**src/rtl/sks_pkg.sv**
```systemverilog
package sks_pkg;

  localparam int KEY_W   = 32;
  localparam int REQ_W   = 2;
  localparam int COUNT_W = 11;

  // The largest positive key is reserved and is never stored
  localparam logic signed [KEY_W-1:0] SENTINEL_KEY = 32'sh7FFF_FFFF;

  // Request codes
  localparam logic [REQ_W-1:0] OP_ADD      = 2'd0;
  localparam logic [REQ_W-1:0] OP_REMOVE   = 2'd1;
  localparam logic [REQ_W-1:0] OP_CONTAINS = 2'd2;
  localparam logic [REQ_W-1:0] OP_CLEAR    = 2'd3;

  typedef enum logic [2:0] {
    ST_IDLE,
    ST_START,
    ST_SRCH,
    ST_SRCH_CMP,
    ST_SHIFT_RD,
    ST_SHIFT_WR,
    ST_INS_WR,
    ST_FINISH
  } state_t;

  // Controller to datapath
  typedef struct packed {
    logic accept;     // load the request, open the search window
    logic srch_rd;    // read the middle entry of the window
    logic srch_cmp;   // narrow the window with the read key
    logic ins_init;   // shift pointer to the top for an insert
    logic rem_init;   // shift pointer to the hit for a remove
    logic shift_rd;   // read the neighbor of the shift pointer
    logic shift_wr;   // write it at the shift pointer, step the pointer
    logic ins_wr;     // write the new key at its sorted place
    logic finish;     // load the result register, update the count
  } cmd_t;

  // Datapath to controller
  typedef struct packed {
    logic [REQ_W-1:0] op;
    logic             is_sentinel;
    logic             srch_done;
    logic             hit;
    logic             full;
    logic             ins_done;
    logic             rem_done;
    logic             out_busy;
  } stat_t;

endpackage

```
**src/rtl/sks_ctrl.sv**
```systemverilog
module sks_ctrl (
  input  logic           clk,
  input  logic           rst,
  input  logic           in_valid,
  output logic           in_ready,
  input  sks_pkg::stat_t stat,
  output sks_pkg::cmd_t  cmd
);
  import sks_pkg::*;

  state_t state;
  state_t state_next;

  always_ff @(posedge clk) begin
    if (rst) begin
      state <= ST_IDLE;
    end else begin
      state <= state_next;
    end
  end

  // Next state and commands
  always_comb begin
    state_next = state;
    cmd        = '0;
    in_ready   = 1'b0;
    case (state)
      ST_IDLE: begin
        in_ready = 1'b1;
        if (in_valid) begin
          cmd.accept = 1'b1;
          state_next = ST_START;
        end
      end
      ST_START: begin
        if (stat.op == OP_CLEAR || stat.is_sentinel) begin
          state_next = ST_FINISH;
        end else begin
          state_next = ST_SRCH;
        end
      end
      ST_SRCH: begin
        if (!stat.srch_done) begin
          cmd.srch_rd = 1'b1;
          state_next  = ST_SRCH_CMP;
        end else begin
          // Window closed: lower bound known, decide what to do with it
          case (stat.op)
            OP_ADD: begin
              if (stat.hit || stat.full) begin
                state_next = ST_FINISH;
              end else begin
                cmd.ins_init = 1'b1;
                state_next   = ST_SHIFT_RD;
              end
            end
            OP_REMOVE: begin
              if (stat.hit) begin
                cmd.rem_init = 1'b1;
                state_next   = ST_SHIFT_RD;
              end else begin
                state_next = ST_FINISH;
              end
            end
            default: begin
              state_next = ST_FINISH;
            end
          endcase
        end
      end
      ST_SRCH_CMP: begin
        cmd.srch_cmp = 1'b1;
        state_next   = ST_SRCH;
      end
      ST_SHIFT_RD: begin
        if (stat.op == OP_ADD) begin
          if (stat.ins_done) begin
            state_next = ST_INS_WR;
          end else begin
            cmd.shift_rd = 1'b1;
            state_next   = ST_SHIFT_WR;
          end
        end else begin
          if (stat.rem_done) begin
            state_next = ST_FINISH;
          end else begin
            cmd.shift_rd = 1'b1;
            state_next   = ST_SHIFT_WR;
          end
        end
      end
      ST_SHIFT_WR: begin
        cmd.shift_wr = 1'b1;
        state_next   = ST_SHIFT_RD;
      end
      ST_INS_WR: begin
        cmd.ins_wr = 1'b1;
        state_next = ST_FINISH;
      end
      ST_FINISH: begin
        if (!stat.out_busy) begin
          cmd.finish = 1'b1;
          state_next = ST_IDLE;
        end
      end
      default: begin
        state_next = ST_IDLE;
      end
    endcase
  end

endmodule

```
**config.mk**
```make
export PLATFORM = sky130hd
export DESIGN_NAME = sks_ctrl
export DESIGN_NICKNAME = d
export VERILOG_FILES = /design/src/rtl/sks_pkg.sv /design/src/rtl/sks_ctrl.sv
export SDC_FILE = /design/constraint.sdc
export NUM_CORES = 1
export LEC_CHECK = 0
export ABC_AREA = 1
export BUFFER_PORTS_ARGS = -buffer_cell sky130_fd_sc_hd__buf_2
export CORE_AREA = 5 5 42 44
export DETAILED_ROUTE_END_ITERATION = 8
export DIE_AREA = 0 0 47 49
export GPL_ROUTABILITY_DRIVEN = 0
export PLACE_DENSITY = 0.6
export SLEW_MARGIN = 20
export SYNTH_ARGS = -nofsm -noshare
export SYNTH_HDL_FRONTEND = slang
export SYNTH_SLANG_ARGS = --single-unit
```
**constraint.sdc**
```tcl
create_clock -name clk -period 1.7 [get_ports clk]
set_input_delay 0.34 -clock clk [delete_from_list [all_inputs] [get_ports clk]]
set_output_delay 0.34 -clock clk [all_outputs]
set_load 0.01 [all_outputs]
```
# Word level (Yosys, flattened, before mapping)
# Index checks and enable logic that the tools add are counted.
# W data, S select, Z words.
[word_totals]
register_bits = 3
in_bits = 12
out_inout_bits = 10
word_cells = 48
[classes]
n_eq_ne = 11
n_mux = 31
reduce_logical = 5
[op_table]
columns = ["cell", "n"]
rows = [
  ["$pmux W3 S8", 1],
  ["$mux W1", 18],
  ["$mux W3", 5],
  ["$eq A3 B3 Y1 const B", 4],
  ["$mux W2", 6],
  ["$eq A3 B2 Y1 const B", 2],
  ["$pmux W3 S2", 1],
  ["$ne A2 B2 Y1 const B", 2],
  ["$eq A3 B1 Y1 const B", 1],
  ["$logic_not A3 Y1", 1],
  ["$eq A2 B1 Y1 const B", 1],
  ["$eq A2 B2 Y1 const B", 1],
  ["$logic_not A2 Y1", 1],
  ["$logic_or A1 B1 Y1", 2],
  ["$reduce_and A2 Y1", 1],
]

# Depth between registers and ports, before layout
# Gate-level depths: netlist of the first run.
[logic_depth]
ltp_word = 5
depth_mapped = 8

# Worst setup path before layout of the first run
# No wires, ideal clock.
[synth_timing]
kind = "flip-flop to output port"
from = "register state[0]"
to = "output cmd[4] (netlist bit)"
arrival_ns = 0.889
required_ns = 1.360
path_slack_ns = 0.471
stages_incl_launch_ff = 6
cell_sequence = "dfxtp_1 > inv_2 > nand3_2 > nor2_1 > inv_1 > nor2_1"
[synth_lines]
columns = ["element", "line", "rtl"]
rows = [
  ["start: declaration", "sks_ctrl.sv:11", "state_t state;"],
  ["start signal: assignment", "sks_ctrl.sv:18", "state <= state_next;"],
  ["end: declaration", "sks_ctrl.sv:7", "output sks_pkg::cmd_t cmd"],
]

==> flow_summary.ini, run 1 <==
[outcome]
status = completed

[final_layout]
diodes = 0
seqCellArea_um2 = 62.6
layout-drive-gt1-share_pct = 37.4
largest_registers = state x3
largest_reg_flops = 3
final_nets = 104
nFillCells = 170
largest-register = state
areaGrowthSynthToFinish_pct = 43.8
multiInputGateArea_um2 = 219

[cts]
insertion_delay_ns = 0.23
cts_made_buffers = 3
clockBufferDepth = 2
path_clk_slew_ns = 0.04
hold_buffers = 0
clock-sinks = 3
cts_tree = built
cts_root_buffer = clkbuf_4
htree_levels = 1

[floorplan]
die_h_um = 49
start_util_pct = 24.5
dieArea_um2 = 2300
ios = 22
rows = 14
die_width_um = 47
coreArea_um2 = 1400

[detailed_routing]
wl_per_cell_um = 8.92
wl_um = 954
drc = 0
drt_pass1_iterations = 2
via_per_inst = 4.22
ant_nets = 0
num_vias = 452
drt_iter0_markers = 5

[global_routing]
grt_pass1_vias = 426
grt.overflow.total = 0
grt_usage_pct = 9.42
antenna_found_initial = 0
grt_max_degree = 10
grt_pass1_wl_um = 1610

[critical_path]
setup.worst_path.start = state[0]$_SDFFE_PP0P_
cp.required_ns = 1.36
end_kind = output port
crit_arrival_ns = 1.22
critPathMaxFanout = 5
critPathMostFrequentCell = nor2_1
start_kind = register
path_cells = inv_2, nand3_2, nor2_1, inv_1, nor2_1, buf_2
crit_end = cmd[5]
cpPeakStageDelay_ns = 0.36
cp.depth = 6
cpLargestDelayFamily = flip-flops
reg2reg_from = state[0]$_SDFFE_PP0P_
r2r_cells = 7
reg2reg_slack_ns = 0.56
critPathBufInv = 3
path_class = register to output port
timing.rr.end = state[0]$_SDFFE_PP0P_
slowest_stage = dfxtp_1

[sta]
timing.final.crit_share_pct = 91.7
slew_viol_final = 0
max_slew.worst_pin.slew_ns = 0.216
layout_min_cycle_time_ns = 1.56
skew_ns = 0.00241
rsz0062_at_grt = no
max_freq_ghz = 0.642
tns_ns = 0
finalSetupViolCount = 0
hold_viol_final = 0
relSlewSlack_pct = 85.6

[pwr]
leakage_nw = 0.318
vdd_drop_max_mv = 0.751
intPower_w = 0.000351
pwr-share-comb_pct = 56.8
swShare_pct = 49.1
power_w = 0.000689
powerDensity_nw_per_um2 = 1400
pwr-share-seq_pct = 25.1
pwr-share-clk_pct = 18.1
p_sw_w = 0.000338

[yosys]
syn_nets = 78
synth_seq_cells = 3
synth_area_leader_cell = nand2_1
syn_area_per_cell_um2 = 5.19
synthCells = 66
ys_warn_count = 0
synth_cell_types = 16
ys_seq_area_share_pct = 17.5
yosys-top-cells-area = nand2_1, dfxtp_1, nor2_1
synth_top_cell_area_share_pct = 18.6
syn_area_um2 = 343

[flow_run]
maxCapViolations = 0

[placement]
io_buffers = 21
dp_hpwl_um = 795

[min_path]
hp-class = input pin to register
-- power by group through the flow --
stage                     sequential, W  combinational (W)  clock (W)
final                          0.000173           0.000391   0.000125
after global routing           0.000180           0.000460   0.000150
after CTS                      0.000167           0.000383   0.000132
after detailed placement       0.000168           0.000381          0
after global placement         0.000164           0.000383          0
after floorplan                0.000135           0.000312          0
-- cell type report --
type	instances	area share, %
Clock buffer	4	5.33
Inverter	14	10.7
Multi-Input combinational cell	48	44.4
Sequential cell	3	12.7
Tap cell	16	4.06
Timing Repair Buffer	22	22.8
-- cells in the final DEF, fill, tap and decap left out, drive strengths merged --
cell / synthesis / final
buf: 1 / 22
nand2: 18 / 18
nor2: 17 / 17
inv: 14 / 14
nand3: 5 / 5
clkbuf: 0 / 4
a21oi: 3 / 3
dfxtp: 3 / 3
nor3: 1 / 1
nand4: 1 / 1
o21ai: 1 / 1
o21bai: 1 / 1
a31oi: 1 / 1
-- logic make-up (layout without fill, tap and decap cells) --
group                  count (synthesis)  after routing  synth area share (%)
buffers and inverters                 15             40                  18.6
DFF                                    3              3                  17.5
AOI/OAI and AO/OA                      6              6                  9.85
and+or+nand+nor                       42             42                  54.0
-- what timing repair did --
action,CTS,global route
setup endpoints to repair,0,3
setup buffers,0,1
gates resized for setup,0,2
-- stage by stage --
step / hold WS (ns) / setup WS [ns] / cells / area (um^2) / util (%)
2_1_floorplan: 0.409 / 0.471 / 66 / 343 / -
3_3_place_gp: 0.531 / 0.265 / 102 / 457 / 32.6
3_5_place_dp: 0.534 / 0.288 / 102 / 457 / 32.6
4_1_cts: 0.285 / 0.0223 / 106 / 483 / 34.5
5_1_grt: 0.273 / 0.00831 / 107 / 493 / 35.2
6_report: 0.287 / 0.142 / 107 / 493 / 35.2
-- per-layer routing --
metal	vias to the layer above	routed length, um	GRT usage [%]
met5	-	0	0
met4	0	0	4.15
met3	0	100	4.43
met2	17	450	14.9
met1	183	403	10.3
li1	252	-	-
-- worst min path at each step --
stage	slack [ns]	cells past startpoint	start	endpoint
after floorplan	0.41	1	rst	state[2]$_SDFFE_PP0P_
after global placement	0.53	2	rst	state[2]$_SDFFE_PP0P_
after detailed placement	0.53	2	rst	state[2]$_SDFFE_PP0P_
after CTS	0.28	2	rst	state[2]$_SDFFE_PP0P_
after global routing	0.27	2	rst	state[2]$_SDFFE_PP0P_
final	0.29	2	rst	state[2]$_SDFFE_PP0P_
-- synth_stat cells --
| library cell | n |
|---|---|
| nand4_1 | 1 |
| dfxtp_1 | 3 |
| a21oi_1 | 3 |
| nand2_1 | 17 |
| nand3_2 | 2 |
| inv_1 | 12 |
| o21bai_1 | 1 |
| nand2_2 | 1 |
| o21ai_1 | 1 |
| nor2_2 | 2 |
| inv_2 | 2 |
| a31oi_1 | 1 |
| buf_6 | 1 |
| nand3_1 | 3 |
| nor2_1 | 15 |
| nor3_1 | 1 |
(Power assumes the default switching activity.)
==> run 2, diff against run 1 <==
- HOLD_SLACK_MARGIN: default -> 0.06
- REMOVE_ABC_BUFFERS: default -> 1
==> run 2 against run 1 <==
Clock power grew 6%. Critical path type unchanged. Die area did not move. Hold slack lost 0.012 ns. Sequential share of layout area rose by 0.055 points. Utilization grew 1.3 points. Global-route usage grew 0.28 points. First-iteration DRC count shrank 20%. Final cell count up 1.9%.
==> flow_summary.ini, run 2 (synthesized netlist as in run 1, its figures left out) <==
[outcome]
status = completed

[sta]
slew_viol_final = 0
hold_viol_final = 0
hold_slack_ns = 0.275
max_slew.worst_pin.slew_ns = 0.192
timing.final.crit_share_pct = 91.8
max_freq_ghz = 0.641
tns_ns = 0
layout_min_cycle_time_ns = 1.56
skew_ns = 0.0102
rsz0062_at_grt = no
finalSetupViolCount = 0
relSlewSlack_pct = 87.2

[detailed_routing]
drt_iter0_markers = 4
ant_nets = 0
via_per_inst = 4.25
wl_per_cell_um = 9.93
num_vias = 463
drc = 0
wl_um = 1080
drt_pass1_iterations = 4

[final_layout]
nFillCells = 172
largest-register = state
seqCellArea_um2 = 65.1
final_common_cell = buf_2
final_cell_mix = buf_2, nand2_1, nor2_1, inv_1
areaGrowthSynthToFinish_pct = 48.9
diodes = 0
largest_reg_flops = 3
multiInputGateArea_um2 = 219
layout-drive-gt1-share_pct = 38.7
largest_registers = state x3
finalCoreUtilization_pct = 36.4
final_nets = 106

[pwr]
pwr-share-seq_pct = 23.9
pwr-share-clk_pct = 18.1
swShare_pct = 48.6
pwr-share-comb_pct = 58.0
intPower_w = 0.000377
leakage_nw = 0.328
p_sw_w = 0.000356
powerDensity_nw_per_um2 = 1440
vdd_drop_max_mv = 0.605

[critical_path]
reg2reg_slack_ns = 0.43
cp.required_ns = 1.36
reg2reg_from = state[0]$_SDFFE_PP0P_
crit_arrival_ns = 1.22
timing.rr.end = state[1]$_SDFFE_PP0P_
end_kind = output port
start_kind = register
crit_end = cmd[3]
setup.worst_path.start = state[1]$_SDFFE_PP0P_
path_class = register to output port
critPathMaxFanout = 5
r2r_cells = 9

[floorplan]
die_width_um = 47
start_util_pct = 24.5
coreArea_um2 = 1400
rows = 14
die_h_um = 49
dieArea_um2 = 2300
ios = 22

[global_routing]
grt_usage_pct = 9.70
antenna_found_initial = 0
grt_pass1_vias = 409
grt.overflow.total = 0
grt_pass1_wl_um = 1630
grt_max_degree = 10

[cts]
htree_levels = 1
path_clk_slew_ns = 0.04
clockBufferDepth = 2
cts_made_buffers = 3
cts_root_buffer = clkbuf_4
insertion_delay_ns = 0.24
clock-sinks = 3
cts_tree = built

[placement]
io_buffers = 21
dp_hpwl_um = 893

[min_path]
hp-class = input pin to register

[flow_run]
maxCapViolations = 0
run 2: worst max-delay path: stages (launching register included):
cell and delay, ns:
dfxtp_2 0.35, inv_2 0.09, nand2_2 0.07, nor2_2 0.11, nand2_1 0.09, a21oi_1 0.12, buf_2 0.15
run 2: what timing repair did:
action,4_1_cts,5_1_grt
pin swaps,0,0
gates resized for setup,1,2
hold buffers,0,0
endpoints found under the setup margin,1,3
cloned,0,0
buffers inserted,0,3
run 2: how the worst min path moves through the flow:
stage,from,end,slack (ns),cells past startpoint
final,rst,state[2]$_SDFFE_PP0P_,0.27,2
after global routing,rst,state[2]$_SDFFE_PP0P_,0.28,2
after CTS,rst,state[2]$_SDFFE_PP0P_,0.27,2
after detailed placement,rst,state[2]$_SDFFE_PP0P_,0.54,2
after global placement,rst,state[2]$_SDFFE_PP0P_,0.54,2
after floorplan,rst,state[2]$_SDFFE_PP0P_,0.41,1
run 2: stage by stage:
stage,setup WS (ns),total power [W],instances,instance area (um^2)
after global placement,0.254,0.000546,102,457
after detailed placement,0.256,0.000550,102,457
after CTS,0.0807,0.000691,106,484
after global routing,0.0105,0.000808,109,510
final,0.139,0.000733,109,510
after floorplan,0.433,0.000424,65,332
run 2: final cells by class:
| type | instances | share of cell area [%] |
|---|---|---|
| inverter | 14 | 10.3 |
| tap | 16 | 3.92 |
| sequential | 3 | 12.7 |
| clock buffer | 4 | 5.15 |
| timing repair buffer | 24 | 25.0 |
| multi-input combinational | 48 | 42.9 |
run 2: power groups by stage:
stage	Combinational (W)	Sequential [W]	Clock, W
after CTS	0.000385	0.000170	0.000136
after detailed placement	0.000382	0.000168	0
final	0.000425	0.000175	0.000132
after global routing	0.000474	0.000185	0.000149
after global placement	0.000381	0.000164	0
after floorplan	0.000270	0.000154	0
run 2: metal layers:
metal / wire [um] / global-route usage (%)
met4: 0 / 4.15
met1: 451 / 11.4
met3: 94 / 5.17
met5: 0 / 0
met2: 536 / 14.3
==> run 3, diff against run 2 <==
- ABC_AREA: 1 -> default
- GPL_TIMING_DRIVEN: default -> 1
- PLACE_DENSITY: 0.6 -> 0.57
- RECOVER_POWER: default -> 50
==> run 3 against run 2 <==
Via count is 17% lower. Hold slack better by 0.025 ns. Sequential share of layout area is 1.8 points higher. Setup slack worse by 0.0065 ns. Routed wire length is 19% lower. Die area stayed put. Count of clock-buffer cells in the layout stayed put. Sequential cell count stayed put. Critical path type unchanged.
==> flow_summary.ini, run 3 <==
[final_layout]
largest-register = state
largest_reg_flops = 3
areaGrowthSynthToFinish_pct = 40.6
final_cell_mix = buf_2, nand2_1, nor2_1, clkbuf_4, clkbuf_1
finalCoreUtilization_pct = 30.6
fin_area_um2 = 429
diodes = 0
final_cells = 82
final_common_cell = buf_2
layout-drive-gt1-share_pct = 37.9
largest_registers = state x3
final_nets = 79
nFillCells = 175

[sta]
rsz0062_at_grt = no
tns_ns = 0
max_freq_ghz = 0.638
layout_min_cycle_time_ns = 1.57
skew_ns = 0.000470
relSlewSlack_pct = 77.5
timing.final.crit_share_pct = 92.2
finalSetupViolCount = 0
slew_viol_final = 0
hold_slack_ns = 0.300
max_slew.worst_pin.slew_ns = 0.337
hold_viol_final = 0

[yosys]
synth_edf_count = 0
yosys-top-cells-area = dfxtp_1, nand2_1, nor2_1
synthXorXnorAreaFrac_pct = 0
yosysMostFrequentCell = nand2_1
synth_top_cell_area_share_pct = 19.7
synth_area_leader_cell = dfxtp_1
ys_warn_count = 0
ys.flop_type = dfxtp_1
ys_seq_area_share_pct = 19.7
synth_top_family_by_area = simple AND/OR/NAND/NOR gates
syn_area_um2 = 305
yosys-mux-area-fraction_pct = 3.28
syn_area_per_cell_um2 = 6.94
synthSimpleGateAreaFrac_pct = 49.6
synthCells = 44
yosys.area_share.adder_pct = 0
synth_compound_area_share_pct = 19.3
ys_async_sr_fraction_pct = 0
synth_seq_cells = 3
synth_cell_types = 24
synth_common_cells = nand2_1, nor2_1, dfxtp_1

[global_routing]
grt_pass1_wl_um = 1480
grt_max_degree = 15
antenna_found_initial = 0
grt_usage_pct = 8.37
grt.overflow.total = 0
grt_pass1_vias = 374

[critical_path]
critPathMaxFanout = 10
cpPeakStageDelay_ns = 0.40
critPathBufInv = 1
cpLargestDelayFamily = simple AND/OR/NAND/NOR gates
timing.rr.end = state[0]$_SDFFE_PP0P_
start_kind = register
cp.depth = 3
r2r_cells = 3
path_cells = nor3_1, and2_1, buf_2
end_kind = output port
cp.required_ns = 1.36
setup.worst_path.start = state[0]$_SDFFE_PP0P_
crit_arrival_ns = 1.23
reg2reg_slack_ns = 0.43
path_class = register to output port
slowest_stage = dfxtp_1
reg2reg_from = state[0]$_SDFFE_PP0P_

[cts]
hold_buffers = 0
clockBufferDepth = 2
cts_root_buffer = clkbuf_4
cts_made_buffers = 3
insertion_delay_ns = 0.23
cts_resized = 0
post_cts_buffers = 0
clock-sinks = 3
path_clk_slew_ns = 0.04
cts_tree = built
htree_levels = 1

[pwr]
vdd_drop_max_mv = 0.479
powerDensity_nw_per_um2 = 1240
leakage_nw = 0.210

[placement]
placed_area_um2 = 409
dp_hpwl_um = 685
io_buffers = 21
place_inst = 78

[detailed_routing]
wl_um = 880
ant_nets = 0
drt_iter0_markers = 2
num_vias = 384
wl_per_cell_um = 10.7
drc = 0
via_per_inst = 4.68
drt_pass1_iterations = 3

[min_path]
whs_path_depth = 2
hold_start = rst
worstHoldEndpoint = state[2]$_SDFFE_PP0P_
hp-class = input pin to register

[floorplan]
start_util_pct = 21.8
die_h_um = 49
dieArea_um2 = 2300
ios = 22
rows = 14
coreArea_um2 = 1400
die_width_um = 47

[flow_run]
maxCapViolations = 0

[outcome]
status = completed
run 3: changes by cell type after synthesis, sizes merged, moves of 2 or more:
cell | before | now
a311oi | 0 | 2
inv | 14 | 1
and2 | 0 | 2
and3 | 0 | 2
nand2 | 18 | 8
nand3 | 5 | 1
nor2 | 17 | 7
buf | 1 | 3
run 3: metrics by stage:
stage / total power, W / setup slack (ns)
5_1_grt: 0.000591 / 0.0293
6_report: 0.000532 / 0.132
3_5_place_dp: 0.000415 / 0.246
4_1_cts: 0.000542 / 0.0592
2_1_floorplan: 0.000320 / 0.304
3_3_place_gp: 0.000411 / 0.245
run 3: area by class of cell:
type / count / area [um^2] / area share, %
clock buffer: 4 / 26.3 / 6.12
tap: 16 / 20.0 / 4.66
multi-input combinational: 37 / 214 / 49.9
sequential: 3 / 62.6 / 14.6
timing repair buffer: 21 / 103 / 23.9
inverter: 1 / 3.75 / 0.875
run 3: routing by layer:
metal	track usage, %	wire (um)
met2	11.1	410
met1	11.8	424
met4	4.15	0
met5	0	0
met3	2.58	45
run 3: worst max path at each step:
stage,end,slack (ns)
floorplan,cmd[8],0.30
global placement,cmd[3],0.24
detailed placement,cmd[3],0.25
CTS,cmd[1],0.06
global route,cmd[8],0.03
finish,cmd[8],0.13
run 3: worst reg2reg max path: cells and delay by family, from the launching register on:
family | cells | cell delay (ns)
AOI/OAI and AO/OA | 2 | 0.39
DFF | 1 | 0.51
and+or+nand+nor | 1 | 0.28
run 3: cell families after synthesis:
group,after synthesis
and+or+nand+nor,28
AOI/OAI and AO/OA,8
buffers and inverters,4
DFF,3
muxes,1
run 3: report_power, final:
part	switching (W)	leakage, nW	internal (W)
logic	0.000117	0.170	0.000112
registers	0.0000792	0.0255	0.000101
clock network	0.0000351	0.0150	0.0000878
total	0.000232	0.210	0.000301
